==> src/assert_macros.svh <==
// Assertion macros shared by the save-memory responder RTL.
// Each macro expects signals named clock and reset in the using module.
`ifndef ASSERT_MACROS_SVH
`define ASSERT_MACROS_SVH

// Checked on every rising clock edge, suspended while reset is high.
`define CBSR_ASSERT(lbl, prop, msg) \
   lbl: assert property (@(posedge clock) disable iff (reset) prop) else $error(msg);

// Checked on every rising clock edge, reset included.
`define CBSR_ASSERT_ALWAYS(lbl, prop, msg) \
   lbl: assert property (@(posedge clock) prop) else $error(msg);

`endif

==> src/cbsr_pkg.sv <==
// Shared constants and types for the cartridge bus save-memory responder.
// No dependencies.
`default_nettype none

package cbsr_pkg;

   localparam int unsigned SAVE_HALFWORDS_DEF = 16384;

   localparam int WORD_W   = 32;
   localparam int HALF_W   = 16;
   localparam int OFFSET_W = 23;   // address bits 23:1 select a halfword

   localparam logic [WORD_W-1:0] HDR_ADDR_FIRST  = 32'h1000_0000;
   localparam logic [WORD_W-1:0] HDR_ADDR_SECOND = 32'h1000_0002;
   localparam logic [WORD_W-1:0] ADDR_STEP       = 32'd2;
   // 0x08000000..0x0FFFFFFF: bits 31:27 equal 5'b00001
   localparam logic [4:0]        SAVE_TAG        = 5'b00001;

   localparam logic [HALF_W-1:0] HEADER_FIRST_RST  = 16'h8037;
   localparam logic [HALF_W-1:0] HEADER_SECOND_RST = 16'hFF40;

   localparam int CSR_INDEX_W = 1;
   localparam logic [CSR_INDEX_W-1:0] CSR_HEADER_FIRST  = 1'b0;
   localparam logic [CSR_INDEX_W-1:0] CSR_HEADER_SECOND = 1'b1;

   typedef struct packed {
      logic wr_en;
      logic rd_en;
   } mem_ctl_type;

endpackage

`default_nettype wire

==> src/cbsr_mod_unit.sv <==
// Two-stage reduction of a halfword offset modulo the save memory depth.
// Reciprocal multiply, then multiply-back with one correction. Uses cbsr_pkg.
`default_nettype none

module cbsr_mod_unit import cbsr_pkg::*; #(
   parameter int unsigned DEPTH = SAVE_HALFWORDS_DEF
) (
   input  wire logic                       clock,
   input  wire logic                       stage_a_en,
   input  wire logic                       stage_b_en,
   input  wire logic [OFFSET_W-1:0]        offset,
   output logic      [$clog2(DEPTH)-1:0]   rem
);

   localparam int IDX_W   = $clog2(DEPTH);
   localparam int RECIP_W = 33 - $clog2(DEPTH);
   localparam int PROD_W  = OFFSET_W + RECIP_W;
   localparam int Q_W     = PROD_W - 32;
   localparam int NW      = OFFSET_W + 1;
   localparam logic [RECIP_W-1:0] RECIP   = RECIP_W'(64'h1_0000_0000 / 64'(DEPTH));
   localparam logic [NW-1:0]      DIVISOR = NW'(DEPTH);

   logic [PROD_W-1:0]   prod_ff, prod_in;
   logic [OFFSET_W-1:0] off_b_ff, off_c_ff;
   logic [OFFSET_W-1:0] qn_ff, qn_in;
   logic [Q_W-1:0]      q_est;
   logic [2*NW-1:0]     qn_full;
   logic [NW-1:0]       r_raw, r_fix;

   // Quotient estimate is exact or one low.
   assign prod_in = {{RECIP_W{1'b0}}, offset} * {{OFFSET_W{1'b0}}, RECIP};
   assign q_est   = prod_ff[PROD_W-1:32];
   assign qn_full = {{(2*NW-Q_W){1'b0}}, q_est} * {{NW{1'b0}}, DIVISOR};
   assign qn_in   = qn_full[OFFSET_W-1:0];

   always_ff @(posedge clock) begin
      if (stage_a_en) begin
         prod_ff  <= prod_in;
         off_b_ff <= offset;
      end
      if (stage_b_en) begin
         qn_ff    <= qn_in;
         off_c_ff <= off_b_ff;
      end
   end

   assign r_raw = {1'b0, off_c_ff - qn_ff};
   assign r_fix = (r_raw >= DIVISOR) ? (r_raw - DIVISOR) : r_raw;
   assign rem   = r_fix[IDX_W-1:0];

endmodule

`default_nettype wire

==> config.mk <==
export PLATFORM = sky130hd
export DESIGN_NAME = cbsr_mod_unit
export DESIGN_NICKNAME = d
export VERILOG_FILES = /design/src/assert_macros.svh /design/src/cbsr_pkg.sv /design/src/cbsr_mod_unit.sv
export SDC_FILE = /design/constraint.sdc
export NUM_CORES = 1
export LEC_CHECK = 0
export BUFFER_PORTS_ARGS = -buffer_cell sky130_fd_sc_hd__buf_2
export CAP_MARGIN = 10
export CORE_MARGIN = 1.5
export CORE_UTILIZATION = 43
export CTS_CLUSTER_SIZE = 25
export DETAILED_ROUTE_END_ITERATION = 16
export PLACE_DENSITY = 0.72
export SYNTH_ARGS = -nofsm -noshare
export SYNTH_HDL_FRONTEND = slang
export SYNTH_SLANG_ARGS = --single-unit
==> constraint.sdc <==
create_clock -name clock -period 0.8 [get_ports clock]
set_input_delay 0.16 -clock clock [delete_from_list [all_inputs] [get_ports clock]]
set_output_delay 0.16 -clock clock [all_outputs]
set_load 0.03 [all_outputs]
==> results of run 1 <==
[cells in the mapped netlist]
cell / instances
sky130_fd_sc_hd__edfxtp_1: 28
[through the flow]
| stage | util [%] | worst slack [ns] |
|---|---|---|
| 3_3_place_gp | 57.3 | 0.0289 |
| 5_1_grt | 66.0 | -0.290 |
| 3_5_place_dp | 57.3 | 0.0126 |
| 6_report | 66.0 | -0.238 |
| 2_1_floorplan | - | 0.144 |
| 4_1_cts | 63.7 | -0.253 |
[final cells by class]
class / instances / area (um^2) / area share (%)
flip-flops and latches: 28 / 841 / 71.5
clock inverters: 1 / 3.75 / 0.319
clock buffers: 3 / 22.5 / 1.91
well taps: 25 / 31.3 / 2.66
repair buffers: 34 / 278 / 23.6
[flip-flops by register name (all words and copies together) (netlist names)]
| signal | count |
|---|---|
| off_c_ff | 14 |
| prod_ff | 14 |
[metal layers]
layer / GRT usage [%] / routed length (um) / up-vias
met5: 0 / 0 / -
met1: 9.40 / 392 / 179
met4: 7.78 / 0 / 0
met3: 3.46 / 52 / 0
met2: 18.9 / 676 / 17
li1: - / - / 188
[worst paths after layout]
check / endpoint / slack, ns / cells after the start
max: rem[1] / -0.24 / 1
min reg2reg: off_c_ff[13] / 0.43 / 0
max reg2reg: off_c_ff[11] / 0.17 / 0
min: prod_ff[23] / 0.02 / 1
[kinds of logic after synthesis]
group	Yosys count	synth area share, %
DFF	28	100
[power groups by stage]
stage / Clock (W) / Combinational, W / Sequential (W)
global placement: 0 / 0.000202 / 0.00179
detailed placement: 0 / 0.000204 / 0.00179
finish: 0.000530 / 0.000272 / 0.00177
floorplan: 0 / 0 / 0.00189
CTS: 0.000553 / 0.000257 / 0.00177
global route: 0.000602 / 0.000289 / 0.00178
[timing repair]
| item | 4_1_cts | 5_1_grt |
|---|---|---|
| gates resized for setup | 28 | 0 |
| hold buffers | 0 | 4 |
| setup endpoints to repair | 14 | 14 |
| cloned | 0 | 0 |
| hold endpoints to repair | 0 | 4 |
==> impl_metrics.yaml, run 1 <==
sta:
  timing.fmax_mhz: 963
  final_min_period_over_clock_period_pct: 130
  max-slew-margin-rel_pct: 79.6
  slew_viol_final: 0
  setup_total_negative_slack_ns: -3.10
  postLayoutSetupSlackWorst_ns: -0.238
  setup_viol_count_final: 14
  finalHoldViolations: 0
  final_period_minus_worst_setup_slack_ns: 1.04
  fin_skew_ns: 0.00431
  grt_setup_unrepaired: "yes"
  timing_worst_slew_pin_value_ns: 0.305
  hold_ws_ns: 0.0153
setup_path:
  critical_path.endpoint_type: "output port"
  setup.worst_path.class: "reg -> out"
  cp_num_buf_inv: 1
  crit_path_max_cell_delay_ns: 0.42
  worstSetupStartpointType: "flop"
  critical_path.reg2reg.startpoint: "prod_ff[29]"
  path_delay_family: "flip-flops"
  crit_path_dat_ns: 0.88
  worst_setup_path_startpoint: "off_c_ff[1]"
  timing.critical_path.fanout_max: 1
  cell_breakdown_of_the_critical_path: "buf_6"
  timing.critical_path.required_ns: 0.64
  cpMaxStageDelayCell: "sky130_fd_sc_hd__edfxtp_1"
power_and_ir_drop:
  power_switching_share_pct: 20.6
  p_int_w: 0.00204
  total_power_w: 0.00257
  pwr-share-clk_pct: 20.6
  power.ir.vdd_worst_mv: 1.16
  power_density_mw_per_mm2: 2190
  share_of_total_power_in_sequential_cells_pct: 68.8
  comb_power_share_pct: 10.6
  leakage_power_nw: 0.454
  power.switching_w: 0.000531
clocking:
  postCtsSetupBuffers: 0
  cts_root_buf: "sky130_fd_sc_hd__clkbuf_4"
  cts_num_sinks: 28
  numCtsBuffers: 3
  cts_tree: "built"
  insertion_delay_ns: 0.31
  htreeDepth: 1
  clock_path_buffers: 2
  clk_pin_slew_ns: 0.13
drt:
  drt-initial-drc-count: 2
  num_vias: 384
  vias_per_cell: 4.22
  routed_wire_length_per_instance_um: 12.3
  antenna_left: 0
  drc_errors: 0
  wl_um: 1120
  first_pass_detailed_route_iteration_total: 3
cells_and_area:
  post_route_insts_no_fill: 91
  multi_input_comb_area_um2: 0
  diodes: 0
  final_cell_mix: "sky130_fd_sc_hd__edfxtp_1, sky130_fd_sc_hd__buf_2, sky130_fd_sc_hd__buf_6"
  multi_input_gates: 0
  leading_cell_type_in_the_layout_fill_and_taps_excluded: "sky130_fd_sc_hd__edfxtp_1"
  fin_nets: 93
  syn_to_final_growth_pct: 39.9
  finish.instance_area_mm2: 0.00118
  drive_gt1_share_pct: 50.0
  fillCellCount: 116
die:
  rows: 15
  core-area_mm2: 0.00178
  design.die.area_mm2: 0.00223
  chipWidth_um: 47.2
  start_util_pct: 47.2
  design.portCount: 40
  die_y_extent_um: 47.2
logic_synthesis:
  seq_area_frac_synth_pct: 100
  synth_top_cell_area_share_pct: 100
  synthTopCellsByArea: "sky130_fd_sc_hd__edfxtp_1"
  synth.cell_area_um2: 841
  post_synth.cell_area_avg_um2: 30.0
  synth_top_area_cell: "sky130_fd_sc_hd__edfxtp_1"
  synth_cells: 28
  yosys_warnings: 0
  synthesized_flop_and_latch_total: 28
  postSynthNetCount: 54
  netlist-cell-type-count: 1
global_routing:
  number_of_antenna_violations_at_the_first_check_in_global_routing: 0
  first_pass_grt_wire_length_um: 1460
  grt_util_all_layers_pct: 10.5
  grt_start_max_net_pins: 16
  grt_overflow: 0
  number_of_global_route_vias_before_repair: 359
run_status:
  violated_checks: "negative setup slack"
  outcome: "complete, but fails checks"
placed_design:
  io_buffer_count: 30
  placed_area_mm2: 0.00102
  placedCellCount: 83
  routabilityCongestion: 0.658
worst_hold_path:
  worst_hold_startpoint: "offset[5]"
  holdCritPathClass: "in -> reg"
run:
  drv.max_cap_violation_count: 0
No activity file was read; power rests on OpenSTA's default activity.
==> inputs of run 2 (changes only) <==
MAX_ROUTING_LAYER = met4   (was not set)
SKIP_LAST_GASP = 1   (was not set)
==> impl_metrics.yaml, run 2 (synthesized netlist as in run 1, its figures left out) <==
run_status:
  outcome: "complete, but fails checks"
  violated_checks: "negative setup slack"
setup_path:
  cell_breakdown_of_the_critical_path: "buf_6"
  worstReg2RegEnd: "off_c_ff[11]"
  worstSetupStartpointType: "flop"
  crit_path_max_cell_delay_ns: 0.42
  cpMaxStageDelayCell: "sky130_fd_sc_hd__edfxtp_1"
  path_delay_family: "flip-flops"
  timing.critical_path.required_ns: 0.64
  r2r_slack_ns: 0.17
  setup.worst_path.class: "reg -> out"
  critical_path.reg2reg.startpoint: "prod_ff[29]"
  crit_path_dat_ns: 0.88
  timing.critical_path.fanout_max: 1
  r2r_cells: 0
  critical_path.endpoint_type: "output port"
  cp_num_buf_inv: 1
die:
  design.portCount: 40
  start_util_pct: 47.2
  die_y_extent_um: 47.2
  chipWidth_um: 47.2
  core-area_mm2: 0.00178
  design.die.area_mm2: 0.00223
  rows: 15
cells_and_area:
  drive_gt1_share_pct: 50.0
  diodes: 0
  multi_input_comb_area_um2: 0
  reg.largest.list: "off_c_ff x14, prod_ff x14"
  final_util_pct: 66.0
  fillCellCount: 116
  multi_input_gates: 0
  post_route_insts_no_fill: 91
  syn_to_final_growth_pct: 39.9
  final_cell_mix: "sky130_fd_sc_hd__edfxtp_1, sky130_fd_sc_hd__buf_2, sky130_fd_sc_hd__buf_6"
  leading_cell_type_in_the_layout_fill_and_taps_excluded: "sky130_fd_sc_hd__edfxtp_1"
  fin_nets: 93
  finish.instance_area_mm2: 0.00118
placed_design:
  routabilityCongestion: 0.664
  placed_area_mm2: 0.00102
  placedCellCount: 83
  pre_cts_slack_ns: 0.0126
  io_buffer_count: 30
global_routing:
  grt_overflow: 0
  grt_util_all_layers_pct: 11.0
  number_of_antenna_violations_at_the_first_check_in_global_routing: 0
  number_of_global_route_vias_before_repair: 354
  first_pass_grt_wire_length_um: 1480
  grt_start_max_net_pins: 16
worst_hold_path:
  worst_hold_endpoint: "prod_ff[23]"
  min_path_cells: 1
  worst_hold_startpoint: "offset[5]"
  holdCritPathClass: "in -> reg"
sta:
  postLayoutSetupSlackWorst_ns: -0.238
  timing.fmax_mhz: 963
  grt_setup_unrepaired: "yes"
  finalHoldViolations: 0
  final_min_period_over_clock_period_pct: 130
  hold_ws_ns: 0.0153
  final_period_minus_worst_setup_slack_ns: 1.04
  max-slew-margin-rel_pct: 79.6
  setup_viol_count_final: 14
  fin_skew_ns: 0.00415
  timing_worst_slew_pin_value_ns: 0.305
  slew_viol_final: 0
clocking:
  postCtsSetupBuffers: 0
  cts_root_buf: "sky130_fd_sc_hd__clkbuf_4"
  cts_num_sinks: 28
  numCtsBuffers: 3
  cts_tree: "built"
  clk_pin_slew_ns: 0.13
  htreeDepth: 1
  insertion_delay_ns: 0.31
  clock_path_buffers: 2
drt:
  num_vias: 384
  drc_errors: 0
  drt-initial-drc-count: 2
  routed_wire_length_per_instance_um: 12.3
  antenna_left: 0
  wl_um: 1120
  first_pass_detailed_route_iteration_total: 3
  vias_per_cell: 4.22
power_and_ir_drop:
  power_density_mw_per_mm2: 2190
  power.ir.vdd_worst_mv: 1.16
  leakage_power_nw: 0.454
run:
  drv.max_cap_violation_count: 0
-- run 2: what timing repair did --
action	CTS	global route
gates resized for setup	28	0
pin swaps	0	0
hold endpoints to repair	0	4
cloned	0	0
setup endpoints to repair	14	14
hold buffers	0	4
-- run 2: routing by layer --
metal | wire length (um) | GRT usage (%) | share of wire (%)
met5 | 0 | - | 0
met1 | 393 | 9.66 | 35
met2 | 674 | 19.5 | 60
met3 | 52 | 3.85 | 4.6
met4 | 0 | 6.67 | 0
-- run 2: cell type report --
type | count | area (um^2) | share of cell area, %
Sequential cell | 28 | 841 | 71.5
Clock buffer | 3 | 22.5 | 1.91
Timing Repair Buffer | 34 | 278 | 23.6
Clock inverter | 1 | 3.75 | 0.319
Tap cell | 25 | 31.3 | 2.66
-- run 2: power by group --
part / leakage [nW] / switching (W) / total [W] / internal, W
sequential: 0.274 / 0.0000343 / 0.00177 / 0.00174
combinational: 0.164 / 0.000148 / 0.000272 / 0.000124
clock: 0.0154 / 0.000348 / 0.000531 / 0.000182
total: 0.454 / 0.000531 / 0.00258 / 0.00204
-- run 2: how the worst max path moves through the flow --
stage,startpoint,endpoint,slack (ns),cells after the start
floorplan,off_c_ff[0],rem[0],0.14,0
global placement,stage_b_en,off_c_ff[8],0.03,1
detailed placement,stage_b_en,off_c_ff[9],0.01,1
CTS,off_c_ff[1],rem[1],-0.25,1
global route,off_c_ff[6],rem[6],-0.29,1
finish,off_c_ff[1],rem[1],-0.24,1
-- run 2: metrics by stage --
| step | TNS (ns) | total power (W) |
|---|---|---|
| floorplan | 0 | 0.00189 |
| global placement | 0 | 0.00199 |
| detailed placement | 0 | 0.00200 |
| CTS | -3.28 | 0.00258 |
| global route | -3.73 | 0.00267 |
| finish | -3.10 | 0.00258 |
